$ cat src/rtl/core/sli_pkg.sv
// Shared constants and codes for the sorted list intersection unit.
package sli_pkg;

   localparam int LIST_DEPTH  = 16;
   localparam int VALUE_WIDTH = 32;

   localparam int IN_VALUE_W  = 32;
   localparam int OUT_VALUE_W = 32;
   localparam int MODE_W      = 2;
   localparam int COUNT_W     = 5;
   localparam int STATUS_W    = 2;

   localparam int IDX_W = (LIST_DEPTH > 1) ? $clog2(LIST_DEPTH) : 1;
   localparam int LEN_W = $clog2(LIST_DEPTH + 1);

   typedef enum logic [MODE_W-1:0] {
      MODE_INSERT_A  = 2'd0,
      MODE_INSERT_B  = 2'd1,
      MODE_INTERSECT = 2'd2,
      MODE_CLEAR     = 2'd3
   } mode_type;

   typedef enum logic [STATUS_W-1:0] {
      STATUS_OK    = 2'd0,
      STATUS_FULL  = 2'd1,
      STATUS_EMPTY = 2'd2
   } status_type;

endpackage

$ cat src/rtl/core/sli_ram.sv
// Generic single write port, single read port RAM with registered read data.
module sli_ram #(
   parameter int WIDTH = 32,
   parameter int DEPTH = 16
) (
   input  logic                                        clock,
   input  logic                                        wr_en,
   input  logic [((DEPTH > 1) ? $clog2(DEPTH) : 1)-1:0] wr_addr,
   input  logic [WIDTH-1:0]                            wr_data,
   input  logic [((DEPTH > 1) ? $clog2(DEPTH) : 1)-1:0] rd_addr,
   output logic [WIDTH-1:0]                            rd_data
);

   logic [WIDTH-1:0] mem_ff [DEPTH];
   logic [WIDTH-1:0] rd_data_ff;

   always_ff @(posedge clock) begin
      if (wr_en) begin
         mem_ff[wr_addr] <= wr_data;
      end
      rd_data_ff <= mem_ff[rd_addr];
   end

   assign rd_data = rd_data_ff;

endmodule

$ cat src/rtl/core/sorted_list_intersection_unit.sv
// Sorted list intersection unit: two bounded ascending signed lists, insert, intersect and clear.
//
// The unit holds two ascending lists A and B of up to LIST_DEPTH signed values each, every
// list in its own RAM with one read and one write port. One request is worked at a time and
// req_ready is high only while the unit is idle. An insert into an empty list writes the value
// in ST_INS_RD. Otherwise ST_INS_CMP moves each entry greater than the new value up a place
// and then writes the value, in ST_INS_PUT if all entries moved. A full list is not written.
// Each insert gives one response. An intersect walks both lists one compare per cycle unless
// a match waits for the output register. It gives one response per common value (or one
// empty-status response), the last one flagged by rsp_last. A clear empties both lists and
// gives no response. Responses sit in an output register; a stalled rsp_ready holds the walk
// until the register frees up.
module sorted_list_intersection_unit (
   input  logic                                 clock,
   input  logic                                 reset,
   input  logic                                 req_valid,
   output logic                                 req_ready,
   input  logic [sli_pkg::MODE_W-1:0]           req_mode,
   input  logic signed [sli_pkg::IN_VALUE_W-1:0] req_value,
   output logic                                 rsp_valid,
   input  logic                                 rsp_ready,
   output logic signed [sli_pkg::OUT_VALUE_W-1:0] rsp_value_res,
   output logic [sli_pkg::COUNT_W-1:0]          rsp_count,
   output logic [sli_pkg::STATUS_W-1:0]         rsp_status,
   output logic                                 rsp_last
);

   import sli_pkg::*;

   typedef enum logic [2:0] {
      ST_IDLE,
      ST_INS_RD,
      ST_INS_CMP,
      ST_INS_PUT,
      ST_INS_DONE,
      ST_ISX_RD,
      ST_ISX_CMP,
      ST_ISX_END
   } state_type;

   state_type state_ff, state_in;

   logic [LEN_W-1:0] len_a_ff, len_a_in;
   logic [LEN_W-1:0] len_b_ff, len_b_in;
   logic [LEN_W-1:0] idx_ff, idx_in;
   logic [LEN_W-1:0] p_ff, p_in;
   logic [LEN_W-1:0] q_ff, q_in;
   logic [LEN_W-1:0] k_ff, k_in;
   logic             sel_b_ff, sel_b_in;
   logic             full_ff, full_in;
   logic             pend_ff, pend_in;
   logic signed [VALUE_WIDTH-1:0] key_ff, key_in;
   logic signed [VALUE_WIDTH-1:0] pend_val_ff, pend_val_in;

   logic                           rsp_valid_ff, rsp_valid_in;
   logic signed [OUT_VALUE_W-1:0]  rsp_value_ff, rsp_value_in;
   logic [COUNT_W-1:0]             rsp_count_ff, rsp_count_in;
   logic [STATUS_W-1:0]            rsp_status_ff, rsp_status_in;
   logic                           rsp_last_ff, rsp_last_in;

   logic                          out_free;
   logic                          req_xfer;
   logic [LEN_W-1:0]              cur_len;
   logic                          wr_en;
   logic [IDX_W-1:0]              wr_addr;
   logic signed [VALUE_WIDTH-1:0] wr_data;
   logic [IDX_W-1:0]              rd_addr_a;
   logic [IDX_W-1:0]              rd_addr_b;
   logic signed [VALUE_WIDTH-1:0] rd_a;
   logic signed [VALUE_WIDTH-1:0] rd_b;
   logic signed [VALUE_WIDTH-1:0] rd_sel;

   assign out_free = !rsp_valid_ff || rsp_ready;
   assign req_ready = (state_ff == ST_IDLE);
   assign req_xfer = req_valid && req_ready;
   assign cur_len = sel_b_ff ? len_b_ff : len_a_ff;
   assign rd_sel = sel_b_ff ? rd_b : rd_a;

   always_comb begin
      state_in      = state_ff;
      len_a_in      = len_a_ff;
      len_b_in      = len_b_ff;
      idx_in        = idx_ff;
      p_in          = p_ff;
      q_in          = q_ff;
      k_in          = k_ff;
      sel_b_in      = sel_b_ff;
      full_in       = full_ff;
      pend_in       = pend_ff;
      key_in        = key_ff;
      pend_val_in   = pend_val_ff;
      rsp_valid_in  = rsp_valid_ff && !rsp_ready;
      rsp_value_in  = rsp_value_ff;
      rsp_count_in  = rsp_count_ff;
      rsp_status_in = rsp_status_ff;
      rsp_last_in   = rsp_last_ff;
      wr_en         = 1'b0;
      wr_addr       = idx_ff[IDX_W-1:0];
      wr_data       = key_ff;
      rd_addr_a     = p_ff[IDX_W-1:0];
      rd_addr_b     = q_ff[IDX_W-1:0];

      case (state_ff)
         ST_IDLE: begin
            if (req_xfer) begin
               key_in = VALUE_WIDTH'(req_value);
               case (mode_type'(req_mode))
                  MODE_INSERT_A, MODE_INSERT_B: begin
                     sel_b_in = (mode_type'(req_mode) == MODE_INSERT_B);
                     idx_in   = sel_b_in ? len_b_ff : len_a_ff;
                     full_in  = (idx_in >= LEN_W'(LIST_DEPTH));
                     state_in = full_in ? ST_INS_DONE : ST_INS_RD;
                  end
                  MODE_INTERSECT: begin
                     p_in     = '0;
                     q_in     = '0;
                     k_in     = '0;
                     pend_in  = 1'b0;
                     state_in = ST_ISX_RD;
                  end
                  default: begin
                     len_a_in = '0;
                     len_b_in = '0;
                  end
               endcase
            end
         end

         ST_INS_RD: begin
            rd_addr_a = IDX_W'(idx_ff - LEN_W'(1));
            rd_addr_b = rd_addr_a;
            if (idx_ff == '0) begin
               wr_en    = 1'b1;
               state_in = ST_INS_DONE;
            end else begin
               state_in = ST_INS_CMP;
            end
         end

         ST_INS_CMP: begin
            rd_addr_a = IDX_W'(idx_ff - LEN_W'(2));
            rd_addr_b = rd_addr_a;
            wr_en     = 1'b1;
            if (rd_sel > key_ff) begin
               wr_data  = rd_sel;
               idx_in   = idx_ff - LEN_W'(1);
               state_in = (idx_ff == LEN_W'(1)) ? ST_INS_PUT : ST_INS_CMP;
            end else begin
               state_in = ST_INS_DONE;
            end
         end

         ST_INS_PUT: begin
            wr_en    = 1'b1;
            state_in = ST_INS_DONE;
         end

         ST_INS_DONE: begin
            if (out_free) begin
               rsp_valid_in = 1'b1;
               rsp_value_in = '0;
               rsp_last_in  = 1'b1;
               if (full_ff) begin
                  rsp_count_in  = COUNT_W'(cur_len);
                  rsp_status_in = STATUS_FULL;
               end else begin
                  rsp_count_in  = COUNT_W'(cur_len + LEN_W'(1));
                  rsp_status_in = STATUS_OK;
                  if (sel_b_ff) begin
                     len_b_in = len_b_ff + LEN_W'(1);
                  end else begin
                     len_a_in = len_a_ff + LEN_W'(1);
                  end
               end
               state_in = ST_IDLE;
            end
         end

         ST_ISX_RD: begin
            state_in = (len_a_ff != '0 && len_b_ff != '0) ? ST_ISX_CMP : ST_ISX_END;
         end

         ST_ISX_CMP: begin
            if (rd_a == rd_b) begin
               if (!pend_ff || out_free) begin
                  if (pend_ff) begin
                     rsp_valid_in  = 1'b1;
                     rsp_value_in  = OUT_VALUE_W'(pend_val_ff);
                     rsp_count_in  = COUNT_W'(k_ff);
                     rsp_status_in = STATUS_OK;
                     rsp_last_in   = 1'b0;
                  end
                  pend_in     = 1'b1;
                  pend_val_in = rd_a;
                  k_in        = k_ff + LEN_W'(1);
                  p_in        = p_ff + LEN_W'(1);
                  q_in        = q_ff + LEN_W'(1);
               end
            end else if (rd_a < rd_b) begin
               p_in = p_ff + LEN_W'(1);
            end else begin
               q_in = q_ff + LEN_W'(1);
            end
            rd_addr_a = p_in[IDX_W-1:0];
            rd_addr_b = q_in[IDX_W-1:0];
            if (p_in >= len_a_ff || q_in >= len_b_ff) begin
               state_in = ST_ISX_END;
            end
         end

         ST_ISX_END: begin
            if (out_free) begin
               rsp_valid_in = 1'b1;
               rsp_last_in  = 1'b1;
               if (pend_ff) begin
                  rsp_value_in  = OUT_VALUE_W'(pend_val_ff);
                  rsp_count_in  = COUNT_W'(k_ff);
                  rsp_status_in = STATUS_OK;
               end else begin
                  rsp_value_in  = '0;
                  rsp_count_in  = '0;
                  rsp_status_in = STATUS_EMPTY;
               end
               pend_in  = 1'b0;
               state_in = ST_IDLE;
            end
         end

         default: begin
            state_in = ST_IDLE;
         end
      endcase
   end

   always_ff @(posedge clock) begin
      if (reset) begin
         state_ff     <= ST_IDLE;
         len_a_ff     <= '0;
         len_b_ff     <= '0;
         pend_ff      <= 1'b0;
         rsp_valid_ff <= 1'b0;
      end else begin
         state_ff     <= state_in;
         len_a_ff     <= len_a_in;
         len_b_ff     <= len_b_in;
         pend_ff      <= pend_in;
         rsp_valid_ff <= rsp_valid_in;
      end
      idx_ff        <= idx_in;
      p_ff          <= p_in;
      q_ff          <= q_in;
      k_ff          <= k_in;
      sel_b_ff      <= sel_b_in;
      full_ff       <= full_in;
      key_ff        <= key_in;
      pend_val_ff   <= pend_val_in;
      rsp_value_ff  <= rsp_value_in;
      rsp_count_ff  <= rsp_count_in;
      rsp_status_ff <= rsp_status_in;
      rsp_last_ff   <= rsp_last_in;
   end

   sli_ram #(
      .WIDTH (VALUE_WIDTH),
      .DEPTH (LIST_DEPTH)
   ) u_list_a (
      .clock   (clock),
      .wr_en   (wr_en && !sel_b_ff),
      .wr_addr (wr_addr),
      .wr_data (wr_data),
      .rd_addr (rd_addr_a),
      .rd_data (rd_a)
   );

   sli_ram #(
      .WIDTH (VALUE_WIDTH),
      .DEPTH (LIST_DEPTH)
   ) u_list_b (
      .clock   (clock),
      .wr_en   (wr_en && sel_b_ff),
      .wr_addr (wr_addr),
      .wr_data (wr_data),
      .rd_addr (rd_addr_b),
      .rd_data (rd_b)
   );

   assign rsp_valid     = rsp_valid_ff;
   assign rsp_value_res = rsp_value_ff;
   assign rsp_count     = rsp_count_ff;
   assign rsp_status    = rsp_status_ff;
   assign rsp_last      = rsp_last_ff;

   a_len_bound: assert property (@(posedge clock) disable iff (reset)
      len_a_ff <= LEN_W'(LIST_DEPTH) && len_b_ff <= LEN_W'(LIST_DEPTH))
      else $error("list length beyond depth");

   a_walk_in_range: assert property (@(posedge clock) disable iff (reset)
      state_ff == ST_ISX_CMP |-> (p_ff < len_a_ff && q_ff < len_b_ff))
      else $error("intersect walk past list end");

   a_clear_empties: assert property (@(posedge clock) disable iff (reset)
      req_xfer && req_mode == MODE_CLEAR |=> (len_a_ff == '0 && len_b_ff == '0))
      else $error("clear left entries");

   a_empty_is_last: assert property (@(posedge clock) disable iff (reset)
      rsp_valid_ff && rsp_status_ff == STATUS_EMPTY |-> (rsp_last_ff && rsp_count_ff == '0))
      else $error("empty response malformed");

   a_full_count: assert property (@(posedge clock) disable iff (reset)
      rsp_valid_ff && rsp_status_ff == STATUS_FULL |-> rsp_count_ff == COUNT_W'(LIST_DEPTH))
      else $error("full response with wrong count");

endmodule
$ cat config.mk
export PLATFORM = sky130hd
export DESIGN_NAME = sorted_list_intersection_unit
export DESIGN_NICKNAME = d
export VERILOG_FILES = /design/src/rtl/core/sli_pkg.sv /design/src/rtl/core/sli_ram.sv /design/src/rtl/core/sorted_list_intersection_unit.sv
export SDC_FILE = /design/constraint.sdc
export NUM_CORES = 1
export LEC_CHECK = 0
export BUFFER_PORTS_ARGS = -buffer_cell sky130_fd_sc_hd__buf_2
export CAP_MARGIN = 20
export CORE_MARGIN = 2
export CORE_UTILIZATION = 50
export DETAILED_ROUTE_END_ITERATION = 12
export GPL_TIMING_DRIVEN = 0
export PLACE_DENSITY = 0.63
export SLEW_MARGIN = 30
export SYNTH_ARGS = -nofsm -noshare
export SYNTH_HDL_FRONTEND = slang
export SYNTH_SLANG_ARGS = --single-unit
$ cat constraint.sdc
create_clock -name clock -period 11.77 [get_ports clock]
set_input_delay 0 -clock clock [delete_from_list [all_inputs] [get_ports clock]]
set_output_delay 0 -clock clock [all_outputs]
set_load 0.01 [all_outputs]
==> results list <==
- Clock Latency Late Sink: 710 ps
- The first detailed-routing pass ran for 6 iterations.
- Crit path launch type: flip-flop
- DR WL met3: 11,000 um
- Setup tns final: 0 ps
* Final min period: 6640 ps
- The congestion estimate from routability-driven global placement came to 0.903.
- The tree built by TritonCTS fans out to 1,229 sinks.
* Critical Path RT: 12,140 ps
* Num CTS Buffers: 120
* Met2 Routed Length: 60,700 um
- The cell area that synthesis handed to floorplanning was 50,100 um2.
- The detailed router put a total of 58,800 um of wire on met1.
- Max Cap Violations: 0
* Antenna violations before repair: 1
* Maximum clock rate: 151 MHz
- Summing the areas of all and, or, nand and nor instances in the mapped netlist gives 6.60% of the synthesized area.
- The most used flip-flop cell after synthesis is sky130_fd_sc_hd__edfxtp_1.
- The H-tree was split into 3 levels.
* Uppermost layer routed: met4
- Mux contribution to synthesized area: 9.35%
* Worst path cell trace: clkbuf_1 -> clkbuf_1 -> mux2_2 -> ha_1 -> nand3_1 -> nor3_1 -> nand3_1 -> or3_1 -> or4_1 -> a21oi_1 -> or4_1 -> nand4_1 -> buf_2 -> mux2_2
* Final routed wirelength across all metal layers: 135,000 um
- Placeable core region: 99,700 um2
- The library cell used most frequently in the layout, excluding fill and tap cells, is sky130_fd_sc_hd__edfxtp_1.
* First-iteration detailed-routing DRC count: 3,621
* Number of pins exceeding their max-slew limit in the final report: 0
* Lkg Pwr: 20.6 nW
- Once the floorplan was initialized, standard cells occupied 50.3% of the core.
* Setup repair after global routing missed its margin: false
- Count of input and output buffers: 78
- Global routing consumed, over all layers together, 26.2% of the routing resources.
* Std cell rows: 116
- Final period utilization: 56.4%
* Power Dens Cells: 274 nW/um2
- The count of nets left with antenna violations once routing finished came out at 0.
* Status: completed
* Placed cell count: 4,714
- On the final layout, the worst clock skew is 25.9 ps.
- Hold violation total from the final report: 0
- By area, the combinational part of the netlist is dominated by multiplexers.
* CP peak stage delay: 820 ps
- Count of different cell masters after synthesis: 74
* Adder and majority gate portion of the synthesized area: 2.20%
- CTS tree: done
- Headroom to the max-slew limit came out at 29.7%.
* Cell at the root of the clock tree: sky130_fd_sc_hd__clkbuf_16
- On the critical path, the stage with the largest delay is an instance of sky130_fd_sc_hd__mux2_2.
* YS warnings: 0
- Min-delay worst type: in -> reg
- Of the total synthesized cell area, the portion taken by XOR and XNOR cells is 0.419%.
- The floorplan step defined a die boundary enclosing 103,000 um2.
- Before CTS, the worst setup slack after placement is 5440 ps.
* Avg Vias per Cell: 6.07
- Along the worst path, the maximum fanout reaches 32.
- A synthesized cell averages 15.4 um2.
- Critical Path End Type: flip-flop
- The floorplan step set the die width to 321 um.
- Across the VDD grid, the largest voltage drop is 0.149 mV.
* # nets final: 3,729
- Final Instance Count excl. Fillers: 5,005
- Worst-Margin Slew: 1050 ps
- In the layout the commonest cells are sky130_fd_sc_hd__edfxtp_1, sky130_fd_sc_hd__mux2i_1, sky130_fd_sc_hd__nand2_1, sky130_fd_sc_hd__a21oi_1.
* Half-perimeter wire length after detailed placement: 95,700 um
- The number of nets in the synthesized netlist is 3,372.
- I/O Pins: 80
- Hold timing on the final database bottoms out at a slack of 103 ps.
- In this run, post-CTS repair resized a total of 0 instances.
- Synthesis handed over a netlist of 3,246 instances.
* Vias in the first global route: 30,000
- Number of storage elements in the synthesis netlist: 1,229
- Filler cell count: 7,452
* Share of the synthesized area in compound gates (AO/OA/AOI/OAI): 6.96%
- WL per Instance: 27.1 um
* Clock slew seen by the registers of the worst setup and hold paths: 60 ps
* Final global-route overflow total: 0
- Start-to-end type of the worst setup path: reg -> reg
- Via total after detailed routing: 30,400
* Global-route wire length before repair: 198,000 um
* Least setup slack across all paths after layout: 5130 ps
* Fraction of registers with async set or reset after synthesis: 0%
* Maximum number of pins on one net before global-route repair: 33
- Post-synthesis to final-layout area growth: 16.4%
* Number of remaining DRC errors: 0
* CP arrival: 7010 ps
- Final number of setup-violating endpoints: 0
- Maximum buffer depth of the clock tree: 3
* Sequential-to-total area share from yosys stat: 72.0%
* Fraction of final layout cells with drive strength greater than 1: 16.5%
- Number of synthesized flops with an enable pin: 1,150
* Die outline height: 321 um
report_power, final:
| group | internal [mW] | switching, mW |
|---|---|---|
| Combinational | 2.07 | 4.37 |
| Sequential | 5.50 | 0.240 |
| Clock | 2.21 | 1.60 |
| Total | 9.77 | 6.21 |
timing repair:
item | in CTS | in global routing
hold buffers | 65 | 0
hold endpoints to repair | 67 | 0
setup buffers | 0 | 0
path summary, 6_finish.rpt:
check                 startpoint                     end  slack [ps]  depth (start not counted)
max reg2reg             sel_b_ff  u_list_a.mem_ff[9][25]        5130                         14
min reg2reg  u_list_a.rd_data[8]          pend_val_ff[8]         500                          0
max                     sel_b_ff  u_list_a.mem_ff[9][25]        5130                         14
min                req_value[27]              key_ff[27]         100                          2
area by class of cell:
class | count | area (um2) | area share [%]
sequential | 1229 | 36100 | 61.9
buffer | 189 | 866 | 1.48
inverter | 94 | 353 | 0.605
clock inverter | 59 | 606 | 1.04
antenna | 1 | 2.50 | 0.00429
clock buffer | 166 | 3290 | 5.64
tap | 1298 | 1620 | 2.78
multi-input combinational | 1734 | 13100 | 22.4
timing repair buffer | 235 | 2450 | 4.20
worst max-delay path, delay by kind of cell (launching register included):
kind	cells	cell delay (ps)
compound gates	1	420
fa+ha+maj	1	330
buf+inv	3	1630
flops	1	320
mux	2	1250
simple gates	7	2320
cells by family (layout without fill, tap and decap cells):
| logic type | after synthesis | in the layout |
|---|---|---|
| muxes | 452 | 452 |
| DFF | 1229 | 1229 |
| and+or+nand+nor | 668 | 668 |
| AOI/OAI and AO/OA | 502 | 502 |
| buffers and inverters | 283 | 743 |
| xor gates and xnor gates | 24 | 24 |
| adders and majority gates | 88 | 88 |
| other | 0 | 1 |
sequential cells by signal, indices dropped and copies added (netlist names), 2 cells and up:
name / count
rsp_value_res: 32
rsp_count: 5
len_a_ff: 5
rsp_status: 2
q_ff: 5
u_list_a.mem_ff: 512
p_ff: 5
idx_ff: 5
u_list_b.mem_ff: 512
len_b_ff: 5
u_list_a.rd_data: 32
u_list_b.rd_data: 32
key_ff: 32
pend_val_ff: 32
state_ff: 3
k_ff: 5
per-layer routing:
layer  GRT usage [%]  up-vias
li1                -    13400
met1            38.4    15300
met2            40.0     1442
met3            3.83      263
met4            9.89        0
met5               0        -
stage by stage:
step / utilization, % / power (mW) / cell area [um2]
6_report: 58.5 / 16.0 / 58400
5_1_grt: 58.5 / 16.7 / 58400
4_1_cts: 58.5 / 16.0 / 58400
3_5_place_dp: 54.0 / 12.1 / 53800
2_1_floorplan: - / 9.70 / 50100
3_3_place_gp: 52.3 / 11.9 / 52100
synthesized netlist by cell type, types with 17 or more instances:
library cell,number,area [um2]
sky130_fd_sc_hd__a21oi_1,176,881
sky130_fd_sc_hd__a221oi_1,126,1100
sky130_fd_sc_hd__a31oi_1,34,213
sky130_fd_sc_hd__and2_1,44,275
sky130_fd_sc_hd__buf_2,68,340
sky130_fd_sc_hd__clkbuf_1,95,357
sky130_fd_sc_hd__dfxtp_1,79,1580
sky130_fd_sc_hd__edfxtp_1,1150,34500
sky130_fd_sc_hd__ha_1,88,1100
sky130_fd_sc_hd__inv_1,93,349
sky130_fd_sc_hd__mux2_2,127,1430
sky130_fd_sc_hd__mux2i_1,324,3240
sky130_fd_sc_hd__nand2_1,245,920
sky130_fd_sc_hd__nand2b_1,17,106
sky130_fd_sc_hd__nand3_1,151,756
sky130_fd_sc_hd__nand4_1,52,325
sky130_fd_sc_hd__nor2_1,68,255
sky130_fd_sc_hd__nor3_1,18,90.1
sky130_fd_sc_hd__o211ai_1,66,495
sky130_fd_sc_hd__o21ai_0,17,85.1
sky130_fd_sc_hd__or4_1,34,255
sky130_fd_sc_hd__xnor2_1,17,149
(Power assumes the default switching activity.)
